### src/tslc_pkg.sv
// Package with the types and constants shared by the seen-type cache.
`default_nettype none
package tslc_pkg;

  // Cache geometry. BUCKETS must be a power of two: the bucket is the low hash bits.
  localparam int BUCKETS   = 256;
  localparam int WAYS      = 4;
  localparam int KEY_WIDTH = 64;

  localparam int IDX_W = (BUCKETS > 1) ? $clog2(BUCKETS) : 1;
  localparam int WAY_W = (WAYS > 1) ? $clog2(WAYS) : 1;

  // Request type codes.
  localparam logic REQ_LOOKUP = 1'b0;
  localparam logic REQ_CLEAR  = 1'b1;

  typedef logic [KEY_WIDTH-1:0] key_t;
  typedef key_t [WAYS-1:0]      row_t;
  typedef logic [IDX_W-1:0]     idx_t;
  typedef logic [WAY_W-1:0]     way_t;

  // Input item.
  typedef struct packed {
    logic        req_type;
    logic [63:0] type_key;
    logic [31:0] type_hash;
  } req_t;

  // Result item.
  typedef struct packed {
    logic must_emit;
    logic was_hit;
  } rsp_t;

  // Outcome of one bucket lookup.
  typedef struct packed {
    logic hit;
    way_t hit_way;
  } lookup_t;

endpackage
`default_nettype wire

### src/tslc_bucket_update.sv
// Tag compare over one bucket and the move-to-front update of its ways.
`default_nettype none
module tslc_bucket_update
  import tslc_pkg::*;
(
  input  wire row_t row,
  input  wire key_t key,
  output lookup_t   lookup,
  output row_t      new_row
);

  way_t last_way;

  // Find the most recent way that holds the key; the lowest index wins.
  always_comb begin
    lookup.hit     = 1'b0;
    lookup.hit_way = '0;
    for (int w = WAYS - 1; w >= 0; w--) begin
      if (row[w] == key) begin
        lookup.hit     = 1'b1;
        lookup.hit_way = way_t'(w);
      end
    end
  end

  // On a miss the whole bucket shifts and the oldest way drops out.
  assign last_way = lookup.hit ? lookup.hit_way : way_t'(WAYS - 1);

  // Ways up to the shift point move down by one; the key goes in front.
  always_comb begin
    new_row[0] = key;
    for (int w = 1; w < WAYS; w++) begin
      if (way_t'(w) <= last_way) begin
        new_row[w] = row[w-1];
      end else begin
        new_row[w] = row[w];
      end
    end
  end

endmodule
`default_nettype wire

### config.mk
export PLATFORM = sky130hd
export DESIGN_NAME = tslc_bucket_update
export DESIGN_NICKNAME = d
export VERILOG_FILES = /design/src/tslc_pkg.sv /design/src/tslc_bucket_update.sv
export SDC_FILE = /design/constraint.sdc
export NUM_CORES = 1
export LEC_CHECK = 0
export ABC_AREA = 1
export BUFFER_PORTS_ARGS = -buffer_cell sky130_fd_sc_hd__buf_2
export CORE_AREA = 4 4 221 223
export DETAILED_ROUTE_END_ITERATION = 7
export DIE_AREA = 0 0 225 227
export MAX_ROUTING_LAYER = met4
export PLACE_DENSITY = 0.42
export SETUP_SLACK_MARGIN = 0.02
export SLEW_MARGIN = 30
export SYNTH_ARGS = -nofsm -noshare
export SYNTH_HDL_FRONTEND = slang
export SYNTH_SLANG_ARGS = --single-unit
### constraint.sdc
create_clock -name vclk -period 4.15
set_input_delay 0.6225 -clock vclk [all_inputs]
set_output_delay 0.6225 -clock vclk [all_outputs]
set_load 0.02 [all_outputs]
==> results of run 1 <==
-- synthesized netlist by cell type --
cell and instances:
nand2_2 2, buf_4 69, nand4_1 69, o21ai_1 95, inv_1 164, clkbuf_2 7
nor2_1 156, xnor2_1 50, nand2_1 727, a21oi_1 2, nand3_2 1, o21ai_0 34
or2_2 1, nand3_1 1, buf_2 44, inv_2 46, buf_6 7, clkbuf_1 5
xor2_1 75
-- metal layers --
metal / share of wire [%] / track usage, % / up-vias
li1: - / - / 5556
met1: 42 / 19.9 / 4742
met2: 50 / 29.9 / 433
met3: 6.0 / 1.51 / 35
met4: 1.2 / 2.00 / 0
met5: 0 / - / -
-- path summary, 6_finish.rpt --
check	cells after the start	to	startpoint	slack, ns
setup / recovery	13	new_row[114]	key[5]	0.57
hold / removal	2	new_row[23]	key[23]	1.55
-- through the flow --
stage          instance area (um2)  hold WS (ns)
4_1_cts                      10200          1.55
5_1_grt                      10200          1.56
3_3_place_gp                 10200          1.55
2_1_floorplan                 7190          1.36
6_report                     10200          1.55
3_5_place_dp                 10200          1.55
-- area by class of cell --
cell class,instances,area (um2),share of cell area [%]
Inverter,210,788,7.73
Antenna cell,4,10.0,0.0982
Tap cell,607,759,7.45
Multi-Input combinational cell,1213,5570,54.7
Timing Repair Buffer,591,3060,30.1
-- power groups by stage --
stage                     logic [mW]  clock network (mW)  registers (mW)
after detailed placement        1.07                   0               0
after CTS                       1.07                   0               0
after floorplan                0.600                   0               0
after global routing            1.17        0.0000000967               0
after global placement          1.07                   0               0
final                           1.06         0.000000129               0
-- cell families (layout without fill, tap and decap cells) --
family	after synthesis	after routing
AND/OR/NAND/NOR	957	957
buffers and inverters	342	801
AO/OA/AOI/OAI	131	131
other	0	4
XOR/XNOR	125	125
==> key figures, run 1 <==
Timing
  • TNS Setup: 0 ns
  • Slew headroom: 34.6%
  • Final period util: 86.3%
  • Pins Over Slew Limit: 0
  • RSZ-0062 raised after global routing: false
  • Final hold vios: 0
  • Max Fclk: 279 MHz
  • Final WS setup: 0.567 ns
  • Final setup fails: 0
  • Slew @ Worst Pin: 0.981 ns
  • Final Critical Period: around 3.6 ns

Synthesis
  • Cell area after synthesis: slightly above 0.007 mm2
  • Syn avg cell area: 4.62 um2
  • Main combinational cell family by area after synthesis: simple AND/OR/NAND/NOR gates
  • XOR/XNOR Fraction of Synth Area: ~15%
  • Synth warnings: 0
  • Post-synthesis cell type count: 19
  • Post-Synth Simple-Gate Area: 52.6%
  • Share of the yosys chip area belonging to registers: 0%
  • Mux cell area share after synthesis: 0%
  • Net Count, Synth: 1875
  • Synth Instances: 1555
  • Synthesized-area fraction occupied by adder cells: 0%
  • Largest cells by area after synthesis: nand2_1 38%, xor2_1 9.1%, inv_1 8.6%
  • Compound-cell area share of the yosys netlist: 9.12%
  • Post-synth top area share: between 30% and 40%
  • Post-synth top area cell: nand2_1

Final layout
  • Seq_cells: 0
  • Register area: 0 um2
  • Post-Route Utilization: 21.9%
  • Clock buffer count: 0
  • Most common cell after layout, fill and taps aside: nand2_1
  • Filler cells: 5540
  • Commonest non-fill, non-tap cells in the layout: 725 x nand2_1, 579 x buf_2, 164 x inv_1
  • Area Growth Syn to Fin: 41.8%
  • Fin cells: around 2600
  • Final net count: 2336
  • Layout cells sized above 1: 31.9%

Worst setup path
  • WP data arrival: 2.96 ns
  • Delay-heaviest family, CP: simple AND/OR/NAND/NOR gates
  • Top cell by count, worst path: nand2_1
  • Crit path max-delay cell type: o21ai_0
  • CP Launch Type: input pin
  • Max incr delay on CP: 0.38 ns
  • Crit path max fanout: 98
  • Worst Setup Path Type: in -> out
  • CP endpoint kind: output port
  • Critical Path RT: 3.53 ns
  • Cells along the critical path: buf_2, inv_2, nand2_1, nand2_1, nor2_1, nand2_1, nor2_1, nand2_1, nor2_1, nand2_8, buf_12, o21ai_0, buf_2
  • Worst path bufs/invs: 4

Global route
  • GRT Overall Usage: 16.3%
  • Global route total overflow: 0
  • Largest net degree at the start of global routing: 99
  • Vias in the first global route: 10300
  • First-pass GRT wire length: 62700 um
  • Antenna violations before repair: 4

Place
  • Port Buf Inserts: 579
  • Dpl cells: 2621
  • Dpl hpwl: 37400 um
  • GP Congestion: roughly 0.93
  • Dpl ws: 0.509 ns

Power
  • Psw: 670 uW
  • Seq pwr share: 0%
  • Sw frac: 63.3%
  • Internal: slightly below 400 uW
  • Leakage: 6.33 nW
  • Tot Pwr: 1.06 mW
  • Combinational power share: 100.0%
  • Worst vdd ir: 0.0000467 V
  • Power Density: roughly 100 mW/mm2
  • Clock power frac: 0%

CTS
  • Cts repair resizes: 0
  • Postcts setup bufs: 0
  • Hold_buf cts: 0

Floorplan
  • Die height: 227 um
  • Initial core utilization: 15.4%
  • Rows: 79
  • Die W: 225 um
  • Total core area: 0.0466 mm2
  • Full die area: 0.0511 mm2
  • IO Pins: 579

Route
  • DR DRC count: 0
  • Drt total wl: 44400 um
  • Wire per inst: 16.9 um
  • Detail Route Antenna Nets: 0
  • Initial DRC Count: 433
  • Vias: 10800
  • Drt pass-1 iters: 4
  • Vias per cell: 4.10

Min path
  • Min-delay worst type: in -> out

Run
  • Max-cap violations: 0

Status
  • Status: completed
Note: power is estimated with default switching activity, not from simulation.
==> run 2: changes to the inputs <==
--- a/config.mk
+++ b/config.mk
@@ -11,7 +11,7 @@
 export DETAILED_ROUTE_END_ITERATION = 7
 export DIE_AREA = 0 0 225 227
 export MAX_ROUTING_LAYER = met4
-export PLACE_DENSITY = 0.42
+export PLACE_DENSITY = 0.39
 export SETUP_SLACK_MARGIN = 0.02
 export SLEW_MARGIN = 30
 export SYNTH_ARGS = -nofsm -noshare
==> constraint.sdc (replaced) <==
create_clock -name vclk -period 4.4
set_input_delay 0.66 -clock vclk [all_inputs]
set_output_delay 0.66 -clock vclk [all_outputs]
set_load 0.02 [all_outputs]
==> run 2 against run 1 <==
Net effect: critical path depth up 2; sequential share of layout area stayed put; power down 4.6%; final cell count increased by 0.23%; die area did not move; non-clock buffer count did not move; final area hardly changed; count of clock-buffer cells in the layout unchanged; combinational power fell by 5%; critical endpoint is now new_row[139].
==> key figures, run 2 (same netlist as run 1, synthesis figures left out) <==
Status
  • Status: completed

Route
  • Drt pass-1 iters: 5
  • Vias per cell: 4.13
  • Vias: ~11000
  • DR DRC count: 0
  • Initial DRC Count: 460
  • Wire per inst: 17.4 um
  • Drt total wl: between 40000 and 50000 um
  • Detail Route Antenna Nets: 0

Final layout
  • Final net count: 2336
  • Commonest non-fill, non-tap cells in the layout: 725 x nand2_1, 579 x buf_2, 164 x inv_1
  • Layout cells sized above 1: 31.9%
  • Register area: 0 um2
  • Seq_cells: 0
  • Clock buffer count: 0
  • Filler cells: between 5000 and 6000
  • Area Growth Syn to Fin: 41.6%
  • Most common cell after layout, fill and taps aside: nand2_1

Timing
  • Final Critical Period: 3.89 ns
  • Pins Over Slew Limit: 0
  • Slew @ Worst Pin: 0.667 ns
  • RSZ-0062 raised after global routing: false
  • Final period util: 88.5%
  • Final hold vios: 0
  • Hold Slack: 1.62 ns
  • Final setup fails: 0
  • Slew headroom: a little under three fifths
  • Max Fclk: 257 MHz
  • TNS Setup: 0 ns

Power
  • Power Density: around 100 mW/mm2
  • Worst vdd ir: approximately 0.000041 V
  • Leakage: 6.32 nW

Worst setup path
  • CP endpoint kind: output port
  • Worst Setup Path Type: in -> out
  • WP data arrival: 3.23 ns
  • Crit path launch: key[43]
  • Crit path max fanout: 64
  • Critical Path RT: 3.74 ns
  • CP Launch Type: input pin

Floorplan
  • IO Pins: approximately 580
  • Full die area: 0.0511 mm2
  • Initial core utilization: 15.4%
  • Total core area: 0.0466 mm2
  • Die height: approximately 230 um
  • Die W: 225 um
  • Rows: between 70 and 80

CTS
  • Hold_buf cts: 0
  • Cts repair resizes: 0
  • Postcts setup bufs: 0

Global route
  • First-pass GRT wire length: 64500 um
  • Largest net degree at the start of global routing: 91
  • Global route total overflow: 0
  • GRT Overall Usage: 16.8%
  • Vias in the first global route: roughly 11000
  • Antenna violations before repair: 9

Min path
  • Worst Hold Launch: key[42]
  • Min-delay worst type: in -> out
  • Hold Crit Endpoint: new_row[42]
  • Hold depth: 2

Place
  • Port Buf Inserts: 579
  • Dpl hpwl: approximately 39000 um
  • GP Congestion: 0.977

Run
  • Max-cap violations: 0
==> run 2: changes by cell type in the layout (fill, tap and decap cells not counted), sizes merged <==
cell,previous run,this run
diode,4,10
==> run 2: worst max-delay path by stage <==
stage                   endpoint  slack, ns  cells after the start
floorplan           new_row[112]       1.51                     11
global placement    new_row[148]       0.32                     16
detailed placement  new_row[148]       0.35                     16
CTS                 new_row[148]       0.36                     16
global route        new_row[148]       0.27                     16
finish              new_row[139]       0.51                     15
==> run 2: through the flow <==
| stage | cells | utilization, % | worst slack (ns) | total power [mW] | cell area [um2] |
|---|---|---|---|---|---|
| 6_report | 2631 | 21.9 | 0.506 | 1.01 | 10200 |
| 5_1_grt | 2630 | 21.9 | 0.270 | 1.12 | 10200 |
| 4_1_cts | 2621 | 21.8 | 0.357 | 1.02 | 10200 |
| 3_5_place_dp | 2621 | 21.8 | 0.350 | 1.02 | 10200 |
| 3_3_place_gp | 2621 | 21.8 | 0.324 | 1.02 | 10200 |
| 2_1_floorplan | 1555 | - | 1.51 | 0.566 | 7190 |
==> run 2: routing by layer <==
layer / GRT usage [%] / up-vias / part of all wire [%]
met5: - / - / 0
met4: 3.87 / 0 / 2.6
met3: 2.13 / 46 / 6.7
met2: 30.5 / 457 / 50
met1: 20.0 / 4799 / 41
li1: - / 5558 / -
==> run 2: cell type report <==
cell class	instances	area (um2)	share of cell area [%]
Multi-Input combinational cell	1213	5570	54.7
Timing Repair Buffer	591	3040	29.8
Inverter	210	788	7.74
Tap cell	607	759	7.46
Antenna cell	10	25.0	0.246
==> run 2: power breakdown <==
group	total (mW)	internal [mW]	switching [mW]	leakage, nW
clock	0.000000227	0.000000227	0	0.0000634
combinational	1.01	0.366	0.642	6.32
sequential	0	0	0	0
total	1.01	0.366	0.642	6.32
==> run 2: critical path, stage by stage <==
cell	delay, ns
buf_2	0.15
inv_2	0.06
nand2_1	0.05
nand2_1	0.05
nor2_1	0.23
nand2_1	0.11
nor2_1	0.30
nand2_1	0.10
nor2_1	0.19
nand2_4	0.26
nand2_4	0.20
buf_12	0.27
nand2_1	0.08
o21ai_1	0.20
buf_2	0.24
==> run 3: changes to the inputs <==
--- a/config.mk
+++ b/config.mk
@@ -6,12 +6,12 @@
 export NUM_CORES = 1
 export LEC_CHECK = 0
 export ABC_AREA = 1
-export BUFFER_PORTS_ARGS = -buffer_cell sky130_fd_sc_hd__buf_2
 export CORE_AREA = 4 4 221 223
 export DETAILED_ROUTE_END_ITERATION = 7
 export DIE_AREA = 0 0 225 227
+export DONT_BUFFER_PORTS = 1
 export MAX_ROUTING_LAYER = met4
-export PLACE_DENSITY = 0.39
+export PLACE_DENSITY = 0.3
 export SETUP_SLACK_MARGIN = 0.02
 export SLEW_MARGIN = 30
 export SYNTH_ARGS = -nofsm -noshare
==> constraint.sdc (replaced) <==
create_clock -name vclk -period 4.4
set_input_delay 0.66 -clock vclk [all_inputs]
set_output_delay 0.66 -clock vclk [all_outputs]
set_load 0.005 [all_outputs]
==> run 3 against run 2 <==
Net effect: utilization shrank 6.3 points; die area is the same; count of clock-buffer cells in the layout is the same; first-iteration DRC count shrank 10%; final area shrank 29%; global-route usage shrank 2.8 points.
==> key figures, run 3 (same netlist as run 1, synthesis figures left out) <==
Route
  • Drt total wl: 38400 um
  • Vias per cell: approximately 4.2
  • Vias: 8579
  • Drt pass-1 iters: 5
  • Detail Route Antenna Nets: 0
  • DR DRC count: 0
  • Initial DRC Count: 412
  • Wire per inst: around 19 um

CTS
  • Cts repair resizes: 0
  • Postcts setup bufs: 0
  • Hold_buf cts: 0

Timing
  • Slew @ Worst Pin: 0.675 ns
  • Final setup fails: 0
  • Final Critical Period: 3.62 ns
  • Final hold vios: 0
  • TNS Setup: 0 ns
  • Final period util: 82.4%
  • Slew headroom: 55.0%
  • RSZ-0062 raised after global routing: false
  • Pins Over Slew Limit: 0
  • Max Fclk: 276 MHz

Floorplan
  • Die height: 227 um
  • Total core area: 0.0466 mm2
  • Initial core utilization: 15.4%
  • Full die area: ~0.05 mm2
  • IO Pins: 579
  • Die W: 225 um
  • Rows: ~80

Place
  • GP Congestion: around 0.85
  • Port Buf Inserts: 0
  • Post-placement cell area: between 0.007 and 0.008 mm2
  • Dpl cells: 2041
  • Dpl hpwl: about 33000 um

Global route
  • Largest net degree at the start of global routing: 151
  • Global route total overflow: 0
  • First-pass GRT wire length: 53900 um
  • Antenna violations before repair: 1
  • GRT Overall Usage: between 10% and 20%
  • Vias in the first global route: 8403

Final layout
  • Clock buffer count: 0
  • Register area: 0 um2
  • Final net count: ~1800
  • Seq_cells: 0
  • Fin cells: 2042
  • Commonest non-fill, non-tap cells in the layout: 725 x nand2_1, 164 x inv_1, 156 x nor2_1
  • Area Growth Syn to Fin: 0.905%
  • Most common cell after layout, fill and taps aside: nand2_1
  • Layout cells sized above 1: around 4.4%
  • Design Area, Final: 0.00725 mm2

Run
  • Max-cap violations: 0

Min path
  • Min-delay worst type: in -> out
  • Hold Crit Endpoint: new_row[15]
  • Worst Hold Launch: key[15]
  • Hold depth: 0

Worst setup path
  • Critical Path RT: 3.74 ns
  • Crit path max fanout: 150
  • WP data arrival: around 3.0 ns
  • CP endpoint kind: output port
  • Worst Setup Path Type: in -> out
  • CP Launch Type: input pin

Status
  • Status: completed
[run 3: cell count changes in the layout (fill, tap and decap cells not counted), sizes merged]
| cell | delta |
|---|---|
| diode | -9 |
| buf | -580 |
[run 3: critical path, cell delays in order]
cell	delay, ns
xor2_1	0.14
nor2_1	0.32
nand2_1	0.09
nor2_1	0.26
nand2_1	0.23
nor2_1	0.33
nand2_8	0.12
buf_12	0.27
o21ai_0	0.40
[run 3: area by class of cell]
| type | instances | area (um2) |
|---|---|---|
| Antenna cell | 1 | 2.50 |
| Multi-Input combinational cell | 1213 | 5570 |
| Inverter | 210 | 788 |
| Fill cell | 5630 | 39300 |
| Tap cell | 607 | 759 |
| Timing Repair Buffer | 11 | 133 |
[run 3: per-stage QoR]
step	worst slack [ns]	util, %	hold WS, ns
3_5_place_dp	0.622	15.6	1.32
5_1_grt	0.367	15.6	1.32
3_3_place_gp	0.618	15.6	1.32
2_1_floorplan	1.82	-	1.40
4_1_cts	0.618	15.6	1.32
6_report	0.776	15.6	1.32
[run 3: how the worst max path moves through the flow]
stage | startpoint | endpoint | slack, ns
after floorplan | key[13] | new_row[112] | 1.82
after global placement | key[59] | new_row[65] | 0.62
after detailed placement | key[59] | new_row[65] | 0.62
after CTS | key[59] | new_row[65] | 0.62
after global routing | key[59] | new_row[65] | 0.37
final | key[59] | new_row[112] | 0.78
[run 3: metal layers]
| layer | up-vias | wire, um | global-route usage, % |
|---|---|---|---|
| met5 | - | 0 | - |
| met4 | 0 | 673 | 2.15 |
| met3 | 32 | 2770 | 2.46 |
| met2 | 410 | 20000 | 26.6 |
| met1 | 3760 | 14900 | 15.7 |
| li1 | 4377 | - | - |
